### src/hdl/mavt_pkg.sv
package mavt_pkg;

    // configuration port
    localparam int CFG_IDX_W  = 1;
    localparam int CFG_DATA_W = 5;
    localparam logic [CFG_IDX_W-1:0] REG_RESOLUTION_BITS = 1'd0;
    localparam logic [CFG_IDX_W-1:0] REG_MSB_BITS_USED   = 1'd1;

    localparam logic [4:0] RES_RESET = 5'd12;
    localparam logic [4:0] RES_MIN   = 5'd8;
    localparam logic [4:0] RES_MAX   = 5'd16;
    localparam logic [3:0] MSB_RESET = 4'd4;
    localparam logic [3:0] MSB_MAX   = 4'd8;

    // 2*pi truncated to Q28
    localparam logic [30:0] TWO_PI_Q28 = 31'h6487_ED51;
    localparam logic [19:0] US_PER_S   = 20'd1000000;
    localparam logic [31:0] DT_MAX     = 32'd500000;
    localparam logic [18:0] DT_DEFAULT = 19'd1000;

    localparam logic signed [31:0] Q_MAX = 32'sh7FFF_FFFF;
    localparam logic signed [31:0] Q_MIN = 32'sh8000_0000;

    // velocity divider: radix-4 restoring, numerator fits 54 bits, dt below 2^19
    localparam int DIV_NUM_W = 54;
    localparam int DIV_DEN_W = 19;
    localparam int DIV_STEPS = DIV_NUM_W / 2;

    typedef enum logic [1:0] {
        OP_SAMPLE     = 2'd0,
        OP_SET_ZERO   = 2'd1,
        OP_CLEAR_ZERO = 2'd2,
        OP_NONE       = 2'd3
    } t_op;

    typedef struct packed {
        logic [1:0]  op;
        logic [7:0]  msb_byte;
        logic [7:0]  lsb_byte;
        logic [31:0] time_us;
    } t_in;

    typedef struct packed {
        logic signed [31:0] angle_rad;
        logic signed [31:0] velocity_rad_s;
        logic signed [31:0] zero_shift_rad;
    } t_out;

    typedef struct packed {
        t_op         op;
        logic [15:0] raw_count;
        logic [31:0] time_us;
    } t_job;

    typedef struct packed {
        logic empty;
        logic full;
    } t_qstat;

    function automatic logic [4:0] res_clamp(input logic [4:0] r);
        logic [4:0] v;
        v = r;
        if (v < RES_MIN) v = RES_MIN;
        if (v > RES_MAX) v = RES_MAX;
        return v;
    endfunction

    function automatic logic [3:0] msb_clamp(input logic [3:0] m);
        return (m > MSB_MAX) ? MSB_MAX : m;
    endfunction

    // sign and magnitude to saturated Q value
    function automatic logic signed [31:0] sat_q(input logic neg, input logic [63:0] mag);
        logic signed [31:0] r;
        if (neg) begin
            r = (mag > 64'h8000_0000) ? Q_MIN : -$signed(mag[31:0]);
        end else begin
            r = (mag > 64'h7FFF_FFFF) ? Q_MAX : $signed(mag[31:0]);
        end
        return r;
    endfunction

endpackage

### src/hdl/mavt_front.sv
module mavt_front (
    input  logic [4:0]     i_res,
    input  logic [3:0]     i_mb,
    input  logic           i_push,
    input  logic           i_full,
    input  mavt_pkg::t_in  i_in,
    output logic           o_wr,
    output mavt_pkg::t_job o_job
);
    import mavt_pkg::*;

    logic [4:0]  low_bits;
    logic [7:0]  lmask;
    logic [7:0]  mmask;
    logic [24:0] lpart;
    logic [24:0] mpart;
    logic [24:0] sum;
    logic [15:0] res_mask;

    // raw count from the two register bytes
    always_comb begin
        low_bits = (5'(i_mb) > i_res) ? 5'd0 : i_res - 5'(i_mb);
        lmask    = (low_bits >= 5'd8) ? 8'hFF : 8'((9'd1 << low_bits) - 9'd1);
        mmask    = 8'((9'd1 << i_mb) - 9'd1);
        lpart    = 25'(i_in.lsb_byte & lmask);
        mpart    = 25'(i_in.msb_byte & mmask) << low_bits;
        sum      = lpart + mpart;
        res_mask = 16'((17'd1 << i_res) - 17'd1);

        o_job.op        = t_op'(i_in.op);
        o_job.raw_count = sum[15:0] & res_mask;
        o_job.time_us   = i_in.time_us;
        o_wr            = i_push & ~i_full;
    end

endmodule

### src/hdl/mavt_queue.sv
module mavt_queue #(
    parameter int DEPTH = 2
) (
    input  logic             i_clk,
    input  logic             i_rst_n,
    input  logic             i_wr,
    input  mavt_pkg::t_job   i_data,
    input  logic             i_rd,
    output mavt_pkg::t_job   o_data,
    output mavt_pkg::t_qstat o_stat
);
    import mavt_pkg::*;

    localparam int IDX_W = (DEPTH > 1) ? $clog2(DEPTH) : 1;
    localparam int CNT_W = $clog2(DEPTH + 1);

    t_job             r_mem [DEPTH];
    logic [IDX_W-1:0] r_wr_ptr;
    logic [IDX_W-1:0] r_rd_ptr;
    logic [CNT_W-1:0] r_count;
    logic             do_wr;
    logic             do_rd;

    assign do_wr       = i_wr & ~o_stat.full;
    assign do_rd       = i_rd & ~o_stat.empty;
    assign o_stat.full  = (r_count == CNT_W'(DEPTH));
    assign o_stat.empty = (r_count == '0);
    assign o_data      = r_mem[r_rd_ptr];

    always_ff @(posedge i_clk) begin
        if (!i_rst_n) begin
            r_wr_ptr <= '0;
            r_rd_ptr <= '0;
            r_count  <= '0;
        end else begin
            if (do_wr) begin
                r_wr_ptr <= (r_wr_ptr == IDX_W'(DEPTH - 1)) ? '0 : r_wr_ptr + 1'b1;
            end
            if (do_rd) begin
                r_rd_ptr <= (r_rd_ptr == IDX_W'(DEPTH - 1)) ? '0 : r_rd_ptr + 1'b1;
            end
            if (do_wr && !do_rd) begin
                r_count <= r_count + 1'b1;
            end else if (do_rd && !do_wr) begin
                r_count <= r_count - 1'b1;
            end
        end
    end

    always_ff @(posedge i_clk) begin
        if (do_wr) begin
            r_mem[r_wr_ptr] <= i_data;
        end
    end

endmodule

### src/hdl/mavt_back.sv
module mavt_back #(
    parameter int ANGLE_FRAC_BITS = 16
) (
    input  logic           i_clk,
    input  logic           i_rst_n,
    input  logic [4:0]     i_res,
    input  logic           i_q_empty,
    input  mavt_pkg::t_job i_job,
    output logic           o_q_pop,
    input  logic           i_pop,
    output logic           o_empty,
    output mavt_pkg::t_out o_out
);
    import mavt_pkg::*;

    localparam int CNT_W = $clog2(DIV_STEPS);

    typedef enum logic [7:0] {
        S_IDLE  = 8'b0000_0001,
        S_TRACK = 8'b0000_0010,
        S_MUL   = 8'b0000_0100,
        S_SCALE = 8'b0000_1000,
        S_VMUL  = 8'b0001_0000,
        S_VADD  = 8'b0010_0000,
        S_DIV   = 8'b0100_0000,
        S_DONE  = 8'b1000_0000
    } t_state;

    t_state                 r_state;
    t_job                   r_job;
    logic [15:0]            r_last_raw;
    logic signed [15:0]     r_turn;
    logic [15:0]            r_zero;
    logic signed [31:0]     r_last_angle;
    logic [31:0]            r_last_time;
    logic signed [33:0]     r_t;
    logic [DIV_DEN_W-1:0]   r_dt;
    logic [62:0]            r_prod;
    logic                   r_neg;
    logic signed [31:0]     r_ang;
    logic signed [31:0]     r_shift;
    logic [DIV_NUM_W-1:0]   r_num;
    logic [DIV_DEN_W-1:0]   r_rem;
    logic [CNT_W-1:0]       r_cnt;
    logic                   r_vneg;
    logic                   r_out_valid;
    t_out                   r_out;

    // turn tracking
    logic signed [16:0]     trk_d;
    logic [15:0]            trk_ad;
    logic [18:0]            trk_ad5;
    logic [18:0]            trk_lim;
    logic signed [15:0]     trk_turn;
    logic signed [33:0]     trk_t;
    logic [31:0]            dt_raw;
    logic [DIV_DEN_W-1:0]   dt_eff;
    // scaling
    logic [31:0]            mul_mag;
    logic [5:0]             sh;
    logic [63:0]            rnd;
    logic [63:0]            scaled;
    logic signed [31:0]     ang;
    // velocity
    logic signed [32:0]     vdiff;
    logic [32:0]            vmag;
    logic [DIV_DEN_W:0]     s1;
    logic [DIV_DEN_W:0]     s2;
    logic [DIV_DEN_W:0]     den;
    logic                   ge1;
    logic                   ge2;
    logic [DIV_DEN_W:0]     rem1;
    logic [DIV_DEN_W:0]     rem2;
    logic signed [31:0]     vel;
    logic                   load;

    always_comb begin
        trk_d    = $signed({1'b0, r_job.raw_count}) - $signed({1'b0, r_last_raw});
        trk_ad   = trk_d[16] ? 16'(-trk_d) : trk_d[15:0];
        trk_ad5  = {3'b0, trk_ad} + ({3'b0, trk_ad} << 2);
        trk_lim  = 19'(19'd4 << i_res);
        trk_turn = r_turn;
        if (trk_ad5 > trk_lim) begin
            // a large jump up in count means a turn backwards, a large jump down a turn forwards
            trk_turn = trk_d[16] ? r_turn + 16'sd1 : r_turn - 16'sd1;
        end
        if (r_job.op == OP_CLEAR_ZERO) begin
            trk_t = -$signed({18'd0, r_zero});
        end else begin
            trk_t = ($signed(34'(trk_turn)) <<< i_res) + $signed({18'd0, r_job.raw_count})
                  - $signed({18'd0, r_zero});
        end
        dt_raw = r_job.time_us - r_last_time;
        dt_eff = (dt_raw == 32'd0 || dt_raw > DT_MAX) ? DT_DEFAULT : dt_raw[DIV_DEN_W-1:0];

        mul_mag = r_t[33] ? 32'(-r_t) : r_t[31:0];
        sh      = 6'(i_res) + 6'(28 - ANGLE_FRAC_BITS);
        rnd     = {1'b0, r_prod} + (64'd1 << (sh - 6'd1));
        scaled  = rnd >> sh;
        ang     = sat_q(r_neg, scaled);

        vdiff = $signed({r_ang[31], r_ang}) - $signed({r_last_angle[31], r_last_angle});
        vmag  = vdiff[32] ? 33'(-vdiff) : vdiff;

        den  = {1'b0, r_dt};
        s1   = {r_rem, r_num[DIV_NUM_W-1]};
        ge1  = (s1 >= den);
        rem1 = ge1 ? s1 - den : s1;
        s2   = {rem1[DIV_DEN_W-1:0], r_num[DIV_NUM_W-2]};
        ge2  = (s2 >= den);
        rem2 = ge2 ? s2 - den : s2;

        vel  = sat_q(r_vneg, 64'(r_num));
        load = (r_state == S_DONE) && (!r_out_valid || i_pop);
    end

    assign o_q_pop = (r_state == S_IDLE) && !i_q_empty;
    assign o_empty = ~r_out_valid;
    assign o_out   = r_out;

    // sequencer and architectural state
    always_ff @(posedge i_clk) begin
        if (!i_rst_n) begin
            r_state      <= S_IDLE;
            r_out_valid  <= 1'b0;
            r_last_raw   <= '0;
            r_turn       <= '0;
            r_zero       <= '0;
            r_last_angle <= '0;
            r_last_time  <= '0;
        end else begin
            if (load) begin
                r_out_valid <= 1'b1;
            end else if (i_pop) begin
                r_out_valid <= 1'b0;
            end
            case (r_state)
                S_IDLE: begin
                    if (!i_q_empty) r_state <= S_TRACK;
                end
                S_TRACK: begin
                    case (r_job.op)
                        OP_SAMPLE: begin
                            r_last_raw <= r_job.raw_count;
                            r_turn     <= trk_turn;
                            r_state    <= S_MUL;
                        end
                        OP_SET_ZERO: begin
                            r_last_raw <= r_job.raw_count;
                            r_turn     <= '0;
                            r_zero     <= r_job.raw_count;
                            r_state    <= S_MUL;
                        end
                        OP_CLEAR_ZERO: begin
                            r_turn  <= '0;
                            r_zero  <= '0;
                            r_state <= S_MUL;
                        end
                        default: r_state <= S_DONE;
                    endcase
                end
                S_MUL: r_state <= S_SCALE;
                S_SCALE: begin
                    r_state <= (r_job.op == OP_SAMPLE) ? S_VMUL : S_DONE;
                end
                S_VMUL: begin
                    r_last_angle <= r_ang;
                    r_last_time  <= r_job.time_us;
                    r_state      <= S_VADD;
                end
                S_VADD: r_state <= S_DIV;
                S_DIV: begin
                    if (r_cnt == CNT_W'(DIV_STEPS - 1)) r_state <= S_DONE;
                end
                S_DONE: begin
                    if (load) r_state <= S_IDLE;
                end
                default: r_state <= S_IDLE;
            endcase
        end
    end

    // datapath
    always_ff @(posedge i_clk) begin
        case (r_state)
            S_IDLE: begin
                r_job <= i_job;
            end
            S_TRACK: begin
                r_t  <= trk_t;
                r_dt <= dt_eff;
            end
            S_MUL: begin
                r_neg  <= r_t[33];
                r_prod <= mul_mag * TWO_PI_Q28;
            end
            S_SCALE: begin
                r_ang   <= ang;
                r_shift <= (r_job.op == OP_SET_ZERO) ? ((ang == Q_MIN) ? Q_MAX : -ang) : ang;
            end
            S_VMUL: begin
                r_vneg <= vdiff[32];
                r_num  <= DIV_NUM_W'(vmag * US_PER_S);
            end
            S_VADD: begin
                r_num <= r_num + DIV_NUM_W'(r_dt >> 1);
                r_rem <= '0;
                r_cnt <= '0;
            end
            S_DIV: begin
                r_num <= {r_num[DIV_NUM_W-3:0], ge1, ge2};
                r_rem <= rem2[DIV_DEN_W-1:0];
                r_cnt <= r_cnt + 1'b1;
            end
            S_DONE: begin
                if (load) begin
                    case (r_job.op)
                        OP_SAMPLE: begin
                            r_out.angle_rad      <= r_ang;
                            r_out.velocity_rad_s <= vel;
                            r_out.zero_shift_rad <= '0;
                        end
                        OP_SET_ZERO, OP_CLEAR_ZERO: begin
                            r_out.angle_rad      <= '0;
                            r_out.velocity_rad_s <= '0;
                            r_out.zero_shift_rad <= r_shift;
                        end
                        default: begin
                            r_out <= '0;
                        end
                    endcase
                end
            end
            default: ;
        endcase
    end

endmodule

### src/hdl/multiturn_angle_velocity_tracker_core.sv
// Multi-turn angle and velocity tracker for a magnetic angle sensor. Push one item per
// sensor read: op, the two angle register bytes and a free running microsecond stamp.
// Each item gives exactly one result, popped from the result side: multi-turn angle and
// velocity in signed Q(32-ANGLE_FRAC_BITS).ANGLE_FRAC_BITS radians, saturating, plus the
// angle shift reported by the two zero operations. A count jump of more than 0.8 rev is
// taken as a wrap. A time step of zero or above 0.5 s is taken as 1 ms. The front end
// builds the raw count as the item is pushed and parks it in a QUEUE_DEPTH-entry queue;
// the back end then runs a scaling multiply for a sample or zero operation, and for a
// sample also a velocity multiply and a 27-step radix-4 restoring divider; it takes no
// new item until the last result is in the output register. Results wait there, so the
// queue keeps filling while the consumer stalls. Write configuration only while idle.
module multiturn_angle_velocity_tracker_core #(
    parameter int ANGLE_FRAC_BITS = 16,
    parameter int QUEUE_DEPTH     = 2
) (
    input  logic                              i_clk,
    input  logic                              i_rst_n,
    // item side
    input  logic                              i_push,
    output logic                              o_full,
    input  mavt_pkg::t_in                     i_in,
    // result side
    output logic                              o_empty,
    input  logic                              i_pop,
    output mavt_pkg::t_out                    o_out,
    // configuration
    input  logic                              i_cfg_we,
    input  logic [mavt_pkg::CFG_IDX_W-1:0]    i_cfg_idx,
    input  logic [mavt_pkg::CFG_DATA_W-1:0]   i_cfg_data
);
    import mavt_pkg::*;

    logic [4:0] r_res_bits;
    logic [3:0] r_msb_bits;
    logic [4:0] res_eff;
    logic [3:0] mb_eff;

    logic   front_wr;
    t_job   front_job;
    t_job   q_job;
    t_qstat q_stat;
    logic   q_pop;

    // config registers, clamped to their legal ranges on use
    always_ff @(posedge i_clk) begin
        if (!i_rst_n) begin
            r_res_bits <= RES_RESET;
            r_msb_bits <= MSB_RESET;
        end else if (i_cfg_we) begin
            case (i_cfg_idx)
                REG_RESOLUTION_BITS: r_res_bits <= i_cfg_data[4:0];
                REG_MSB_BITS_USED:   r_msb_bits <= i_cfg_data[3:0];
                default: ;
            endcase
        end
    end

    assign res_eff = res_clamp(r_res_bits);
    assign mb_eff  = msb_clamp(r_msb_bits);
    assign o_full  = q_stat.full;

    // front: accept and build raw count
    mavt_front u_front (
        .i_res  (res_eff),
        .i_mb   (mb_eff),
        .i_push (i_push),
        .i_full (q_stat.full),
        .i_in   (i_in),
        .o_wr   (front_wr),
        .o_job  (front_job)
    );

    // decoupling queue
    mavt_queue #(
        .DEPTH (QUEUE_DEPTH)
    ) u_queue (
        .i_clk   (i_clk),
        .i_rst_n (i_rst_n),
        .i_wr    (front_wr),
        .i_data  (front_job),
        .i_rd    (q_pop),
        .o_data  (q_job),
        .o_stat  (q_stat)
    );

    // back: turn tracking, scaling, velocity divide, result register
    mavt_back #(
        .ANGLE_FRAC_BITS (ANGLE_FRAC_BITS)
    ) u_back (
        .i_clk     (i_clk),
        .i_rst_n   (i_rst_n),
        .i_res     (res_eff),
        .i_q_empty (q_stat.empty),
        .i_job     (q_job),
        .o_q_pop   (q_pop),
        .i_pop     (i_pop),
        .o_empty   (o_empty),
        .o_out     (o_out)
    );

    // back end only takes an item the queue holds
    a_pop_nonempty: assert property (@(posedge i_clk) disable iff (!i_rst_n)
        q_pop |-> !q_stat.empty)
        else $error("back end popped an empty queue");

    // front end never writes a full queue
    a_wr_not_full: assert property (@(posedge i_clk) disable iff (!i_rst_n)
        front_wr |-> !q_stat.full)
        else $error("front end wrote a full queue");

    // no result after reset
    a_reset_empty: assert property (@(posedge i_clk)
        !i_rst_n |=> o_empty)
        else $error("result pending after reset");

endmodule

### config.mk
export PLATFORM = sky130hd
export DESIGN_NAME = multiturn_angle_velocity_tracker_core
export DESIGN_NICKNAME = d
export VERILOG_FILES = /design/src/hdl/mavt_pkg.sv /design/src/hdl/mavt_front.sv /design/src/hdl/mavt_queue.sv /design/src/hdl/mavt_back.sv /design/src/hdl/multiturn_angle_velocity_tracker_core.sv
export SDC_FILE = /design/constraint.sdc
export NUM_CORES = 2
export LEC_CHECK = 0
export BUFFER_PORTS_ARGS = -buffer_cell sky130_fd_sc_hd__buf_2
export CORE_ASPECT_RATIO = 2
export CORE_MARGIN = 5
export CORE_UTILIZATION = 40
export CTS_CLUSTER_SIZE = 8
export DETAILED_ROUTE_END_ITERATION = 8
export PLACE_DENSITY_LB_ADDON = 0.2
export REMOVE_ABC_BUFFERS = 1
export SYNTH_ARGS = -nofsm -noshare
export SYNTH_HDL_FRONTEND = slang
export SYNTH_SLANG_ARGS = --single-unit
### constraint.sdc
create_clock -name i_clk -period 15.1 [get_ports i_clk]
set_input_delay 0.755 -clock i_clk [delete_from_list [all_inputs] [get_ports i_clk]]
set_output_delay 0.755 -clock i_clk [all_outputs]
set_load 0.02 [all_outputs]
Yosys cells after proc, flatten, opt, wreduce, memory -nomap -nowiden
Memories as Yosys holds them, arrays and structs flattened. A register that Yosys moved wholly into a read port is not among the register bits.
Index checks and enable logic that the tools add are counted.

cells by class
  muxes and demuxes = 41
  order comparisons = 13
  shift operators = 8
  bitwise operators = 10
  multiply operators = 2
  $add $sub $neg = 31
  reduce and logical (&&, ||, !) cells = 29
  equality and inequality tests = 16

operators by type and width
  operator                                                                            count
  32-bit two-way mux                                                                  9
  96-bit one-hot mux with 2 select lines                                              1
  54-bit one-hot mux with 3 select lines                                              1
  32-bit negation                                                                     4
  63-bit by 64-bit adder with 64-bit output                                           1
  64-bit by 31-bit greater-than comparator with 1-bit output (second input constant)  1
  64-bit by 32-bit greater-than comparator with 1-bit output (second input constant)  1
  16-bit one-hot mux with 2 select lines                                              2
  8-bit one-hot mux with 8 select lines                                               1
  1-bit by 6-bit left shift with 64-bit output (first input constant)                 1
  64-bit by 6-bit right shift with 64-bit output                                      1
  32-bit by 31-bit multiplier with 63-bit output (second input constant)              1
  54-bit by 18-bit adder with 54-bit output                                           1
  54-bit by 31-bit greater-than comparator with 1-bit output (second input constant)  1
  54-bit by 32-bit greater-than comparator with 1-bit output (second input constant)  1
  16-bit two-way mux                                                                  3
  8-bit two-way mux                                                                   6
  33-bit by 14-bit multiplier with 47-bit output (second input constant)              1
  20-bit by 19-bit greater-or-equal comparator with 1-bit output                      2
  19-bit two-way mux                                                                  2
  19-bit one-hot mux with 2 select lines                                              1
  19-bit subtractor                                                                   2
  34-bit by 17-bit adder with 34-bit output                                           1
  34-bit two-way mux                                                                  1
  other kinds (68)                                                                    104

storage, ports and cells
  bits in registers = 490
  memories = 1
  input bits = 61
  word-level logic and storage cells = 176
  memory bits (writable) = 100

memory list
  name           depth  width  rd ports  clocked after memory_dff  wr ports  line              text
  u_queue.r_mem  2      50     1         1                         1         mavt_queue.sv:17  t_job r_mem [DEPTH];

Longest topological paths before layout
  depth after elaboration = 15
  depth in mapped cells = 61
  gate-level depth less buffers = 59

Hierarchy
Synthesis repeated with hierarchy kept, for this count alone.

second synthesis, totals
  cell total of the unflattened synthesis = 8,325
  area total of the unflattened synthesis = 75,513.7 um2

by module, submodules not included
  module                                 cells an instance  area an instance (um2)  times used
  mavt_back                              7,731              68,842.3                1
  mavt_queue                             181                3,828.7                 1
  mavt_front                             365                2,422.3                 1
  multiturn_angle_velocity_tracker_core  48                 420.4                   1

Worst setup path after synthesis
No wires, ideal clock.

  kind = flip-flop to flip-flop
  start point = register, netlist name u_back.r_job[32]
  end point = register u_back.r_t[31] (data pin)
  required time = 14.834 ns
  clock period less this slack = 12.274 ns
  setup time = 0.266 ns
  data arrival time = 12.008 ns
  setup slack = 2.826 ns
  stages on the path, launching flop included = 58
  path through = edfxtp_1 inv_1 ha_1 fa_1 nor2b_1 o21ai_0 a21boi_0 o21ai_0 a21boi_0 o21ai_0 a21boi_0 o21ai_0 a211oi_1 o211ai_1 nand2_1 a31oi_1 xor2_1 ha_1 [... 22 more ...] mux2_2 mux2i_1 nand3_1 fa_1 inv_1 ha_1 o311ai_0 o2111a_1 nor3_1 a41o_1 o41ai_1 o21ai_0 o41a_1 a41oi_1 a21oi_1 xor2_1 nor2_1 a21oi_1

between the ends
  cells in the longest elaborated chain, start to end = 10
  elaborated cells on any way between the ends = 11
  those cells by class = 5 x add/sub; 1 x order compare; 1 x shift; 4 x mux

ends and longest elaborated chain
  element                                             line              text
  16-bit by 16-bit subtractor with 17-bit output      mavt_back.sv:78   trk_d = $signed({1'b0, r_job.raw_count}) - $signed({1'b0, r_last_raw});
  16-bit negation                                     mavt_back.sv:79   trk_ad = trk_d[16] ? 16'(-trk_d) : trk_d[15:0];
  16-bit two-way mux                                  mavt_back.sv:79
  16-bit by 18-bit adder with 19-bit output           mavt_back.sv:80   trk_ad5 = {3'b0, trk_ad} + ({3'b0, trk_ad} << 2);
  19-bit greater-than comparator                      mavt_back.sv:83   if (trk_ad5 > trk_lim) begin
  16-bit two-way mux                                  mavt_back.sv:83
  16-bit by 5-bit <<< shifter with 34-bit output      mavt_back.sv:90   trk_t = ($signed(34'(trk_turn)) <<< i_res) + $signed({18'd0, r_job.raw_count})
  34-bit by 17-bit adder with 34-bit output (*)       mavt_back.sv:90
  34-bit by 17-bit subtractor with 34-bit output (*)  mavt_back.sv:91   - $signed({18'd0, r_zero});
  34-bit two-way mux (*)                              mavt_back.sv:87   if (r_job.op == OP_CLEAR_ZERO) begin
  named net u_back.trk_t[31]                          mavt_back.sv:55   logic signed [33:0] trk_t;
  end signal, assigned                                mavt_back.sv:190  r_t <= trk_t;
  end, declared                                       mavt_back.sv:36   logic signed [33:0] r_t;

Mark *: on every way through the listed nets, which the timed path passes. The rest lies on a longest branch.
A chain may end at the register's enable or synchronous reset.

Final worst setup path
  start point = register u_back.r_ang[0]
  end point = register u_back.r_num[52] (data pin)

between the ends
  cells in the longest elaborated chain, start to end = 5

ends and longest elaborated chain
  element                                             line              text
  start, declared                                     mavt_back.sv:40   logic signed [31:0] r_ang;
  start signal, assigned                              mavt_back.sv:198  r_ang <= ang;
  32-bit by 32-bit subtractor with 33-bit output (*)  mavt_back.sv:102  vdiff = $signed({r_ang[31], r_ang}) - $signed({r_last_angle[31], r_last_angle});
  33-bit negation                                     mavt_back.sv:103  vmag = vdiff[32] ? 33'(-vdiff) : vdiff;
  33-bit two-way mux (*)                              mavt_back.sv:103
  33-bit by 14-bit multiplier with 47-bit output (*)  mavt_back.sv:203  r_num <= DIV_NUM_W'(vmag * US_PER_S);
  54-bit one-hot mux with 3 select lines (*)          mavt_back.sv:185  case (r_state)
  end signal, assigned                                mavt_back.sv:203
  end signal, assigned                                mavt_back.sv:206  r_num <= r_num + DIV_NUM_W'(r_dt >> 1);
  end signal, assigned                                mavt_back.sv:211  r_num <= {r_num[DIV_NUM_W-3:0], ge1, ge2};
  end, declared                                       mavt_back.sv:42   logic [DIV_NUM_W-1:0] r_num;

Every way passes the cells marked *; elsewhere a longest branch is shown, timed or not.

==> impl_metrics.json <==
{
  "netlist_area_mm2": 0.0707,
  "drt-total-wl_mm": 236,
  "die_w_um": 307,
  "cpPeakStageDelay_ps": 670,
  "drt-wirelength-per-cell_um": 23.1,
  "crit_path_frequent_cell": "inv_1",
  "ios": 159,
  "gp_congestion": 1.01,
  "synth.top_cell.area_share_pct": 21.4,
  "cts_sinks": 638,
  "cts_made_buffers": 90,
  "postCtsSetupBuffers": 0,
  "fin_tns_setup_ps": 0,
  "max_cap_viol_count": 0,
  "dp_hpwl_mm": 195,
  "synth-async-reset-ratio_pct": 0,
  "antenna_left": 0,
  "drive_gt1_share_pct": 7.19,
  "hold_depth": 1,
  "ctsResizeCount": 0,
  "io_buffers": 158,
  "path_class": "reg -> reg",
  "cts_max_level": 3,
  "netlist_instances": 7664,
  "area_delta_synth_final_pct": 9.45,
  "ys_warn_count": 0,
  "post-route-drc-count": 0,
  "start_util_pct": 40.1,
  "critPathCaptureType": "flip-flop",
  "finalCriticalPeriod_ps": 13980,
  "cts_tree": "done",
  "row_count": 218,
  "synthFlopType": "edfxtp_1",
  "status": "completed",
  "grt_pass1_wl_mm": 355,
  "cp_max_fo": 20,
  "grt_start_max_net_pins": 67,
  "antenna_found_initial": 7,
  "fill_cells": 17400,
  "drt-initial-drc-count": 2895,
  "via_count": 58000,
  "viasPerCell": 5.67,
  "top_layer_used": "met5",
  "postSynthAreaPerCell_um2": 9.23,
  "root_buffer": "clkbuf_16",
  "hold_buffers": 0,
  "dr.pass1.iters": 6,
  "setup_viol": 0,
  "track_usage_pct": 24.8,
  "cpMaxStageDelayCell": "o311ai_0",
  "rsz0062_at_grt": "false",
  "timing.fmax_ghz": 0.0715,
  "final_util_pct": 43.9,
  "finalCritPeriodShare_pct": 92.6,
  "yosys_register_bits": 638,
  "grt_pass1_vias": 61300,
  "clk_pin_slew_ps": 70,
  "slew_viol_final": 0,
  "clock_skew_ps": 75.3,
  "clk_latency_ps": 720,
  "dieHeight_um": 605,
  "dieArea_mm2": 0.186,
  "core_area_mm2": 0.176,
  "cp_data_required_time_ps": 15520,
  "synth.distinct_cells": 105,
  "drt-met1-wl_mm": 73.7,
  "synth_area_leaders": "edfxtp_1 (21%), fa_1 (15%), ha_1 (15%), inv_1 (5.1%), dfxtp_1 (3.8%)",
  "r2r_slack_ps": 1120,
  "wl_met2_mm": 132,
  "synth_edf_count": 504,
  "hold_slack_ps": 243,
  "crit_arrival_ps": 14400,
  "overflow": 0,
  "cts_buffer_depth": 3,
  "r2r_cells": 48,
  "hp-class": "in -> reg",
  "timing_hold_violations_final": 0,
  "nets": 9261,
  "relSlewSlack_pct": 16.2,
  "seq_area_frac_synth_pct": 25.2,
  "worstMarginPinSlew_ps": 1250,
  "wl_met3_mm": 6.88,
  "yosys.area.top_type": "edfxtp_1",
  "start_kind": "flip-flop"
}
[metrics by stage]
step / cells / worst slack, ps / instance area (µm²)
after floorplan: 7472 / 2380 / 69900
after global placement: 10100 / 1110 / 74700
after detailed placement: 10100 / 1220 / 74700
after CTS: 10200 / 1170 / 77400
after global routing: 10200 / 77.5 / 77400
final: 10200 / 1120 / 77400
[final timing paths]
| check | from | endpoint |
|---|---|---|
| setup / recovery | u_back.r_ang[0] | u_back.r_num[52] |
| hold reg to reg | u_back.r_last_raw[14] | u_back.r_last_raw[14] |
| hold / removal | i_in[10] | u_queue.r_mem[1][10] |
| setup reg to reg | u_back.r_ang[0] | u_back.r_num[52] |
[cells in the mapped netlist, drive strengths merged, types with 20 or more instances]
master / n
xnor2: 264
edfxtp: 504
o211ai: 49
a21oi: 510
a22oi: 60
a211o: 23
o21a: 76
a211oi: 59
nand2b: 63
o21ai: 337
inv: 972
nand3: 152
nor2: 520
xor2: 176
clkbuf: 203
o31ai: 55
mux2: 64
nor3b: 20
or3: 86
nand4: 96
nor4: 58
mux2i: 78
nor2b: 58
a221o: 24
a2111oi: 25
nor3: 158
fa: 526
and4: 23
a31oi: 47
o22ai: 26
o21bai: 46
ha: 831
a311oi: 32
and2: 119
or2: 38
or4: 23
buf: 58
a221oi: 27
a21boi: 26
dfxtp: 134
a21o: 137
and3: 66
nand2: 574
[routing by layer]
metal,vias to the layer above,GRT usage (%)
li1,27300,-
met1,28400,21.9
met2,1514,49.8
met3,787,2.20
met4,2,19.9
met5,-,0
[layout by cell type, fill, tap and decap left out, types with 76 or more instances in the layout]
cell type  netlist  layout
a21oi_1        506     504
xor2_1         176     175
dfxtp_1        134     132
buf_4            0     121
nand3_1        152     152
nor3_1         157     157
or3_1           78      78
fa_1           526     526
ha_1           831     830
nor2_1         520     517
nand4_1         95      95
xnor2_1        264     254
o21a_1          76      76
and2_1         116     116
o21ai_0        303     303
clkbuf_16        0      90
mux2i_1         78      78
a21o_1         137     137
nand2_1        574     574
inv_1          969     965
edfxtp_1       504     504
buf_2           32     158
[sequential cells by signal (all words and copies together), names as in the netlist, 33 cells and up]
| register | count |
|---|---|
| u_back.r_num | 54 |
| u_back.o_out | 96 |
| u_queue.r_mem | 100 |
| u_back.r_t | 33 |
| u_back.r_prod | 62 |
| u_back.r_job | 50 |
[critical path: cells and delay by family, from the launching register on]
family | cells | cell delay, ps
and+or+nand+nor | 6 | 1450
muxes | 2 | 720
buffers and inverters | 7 | 820
AOI/OAI and AO/OA | 24 | 6600
adders and majority gates | 9 | 3780
DFF | 1 | 380
[kinds of logic after synthesis]
logic type / synth area share [%]
flip-flops: 25.2
buffers and inverters: 6.64
AO/OA/AOI/OAI: 16.3
multiplexers: 2.16
XOR/XNOR: 5.52
AND/OR/NAND/NOR: 14.6
other: 0.0106
adder cells (fa/ha/maj): 29.6
[cell type report]
cell class	count	area [µm²]	share of cell area [%]
Clock inverter	9	215	0.278
Clock buffer	151	2490	3.22
Multi-Input combinational cell	5861	48600	62.8
Antenna cell	2	5.00	0.00647
Sequential cell	638	17800	23.0
Inverter	973	3660	4.72
Timing Repair Buffer	279	1700	2.20
Tap cell	2310	2890	3.73
Power is not shown: default switching activity piles up to over one toggle a cycle in this logic, so the estimate is an artifact.
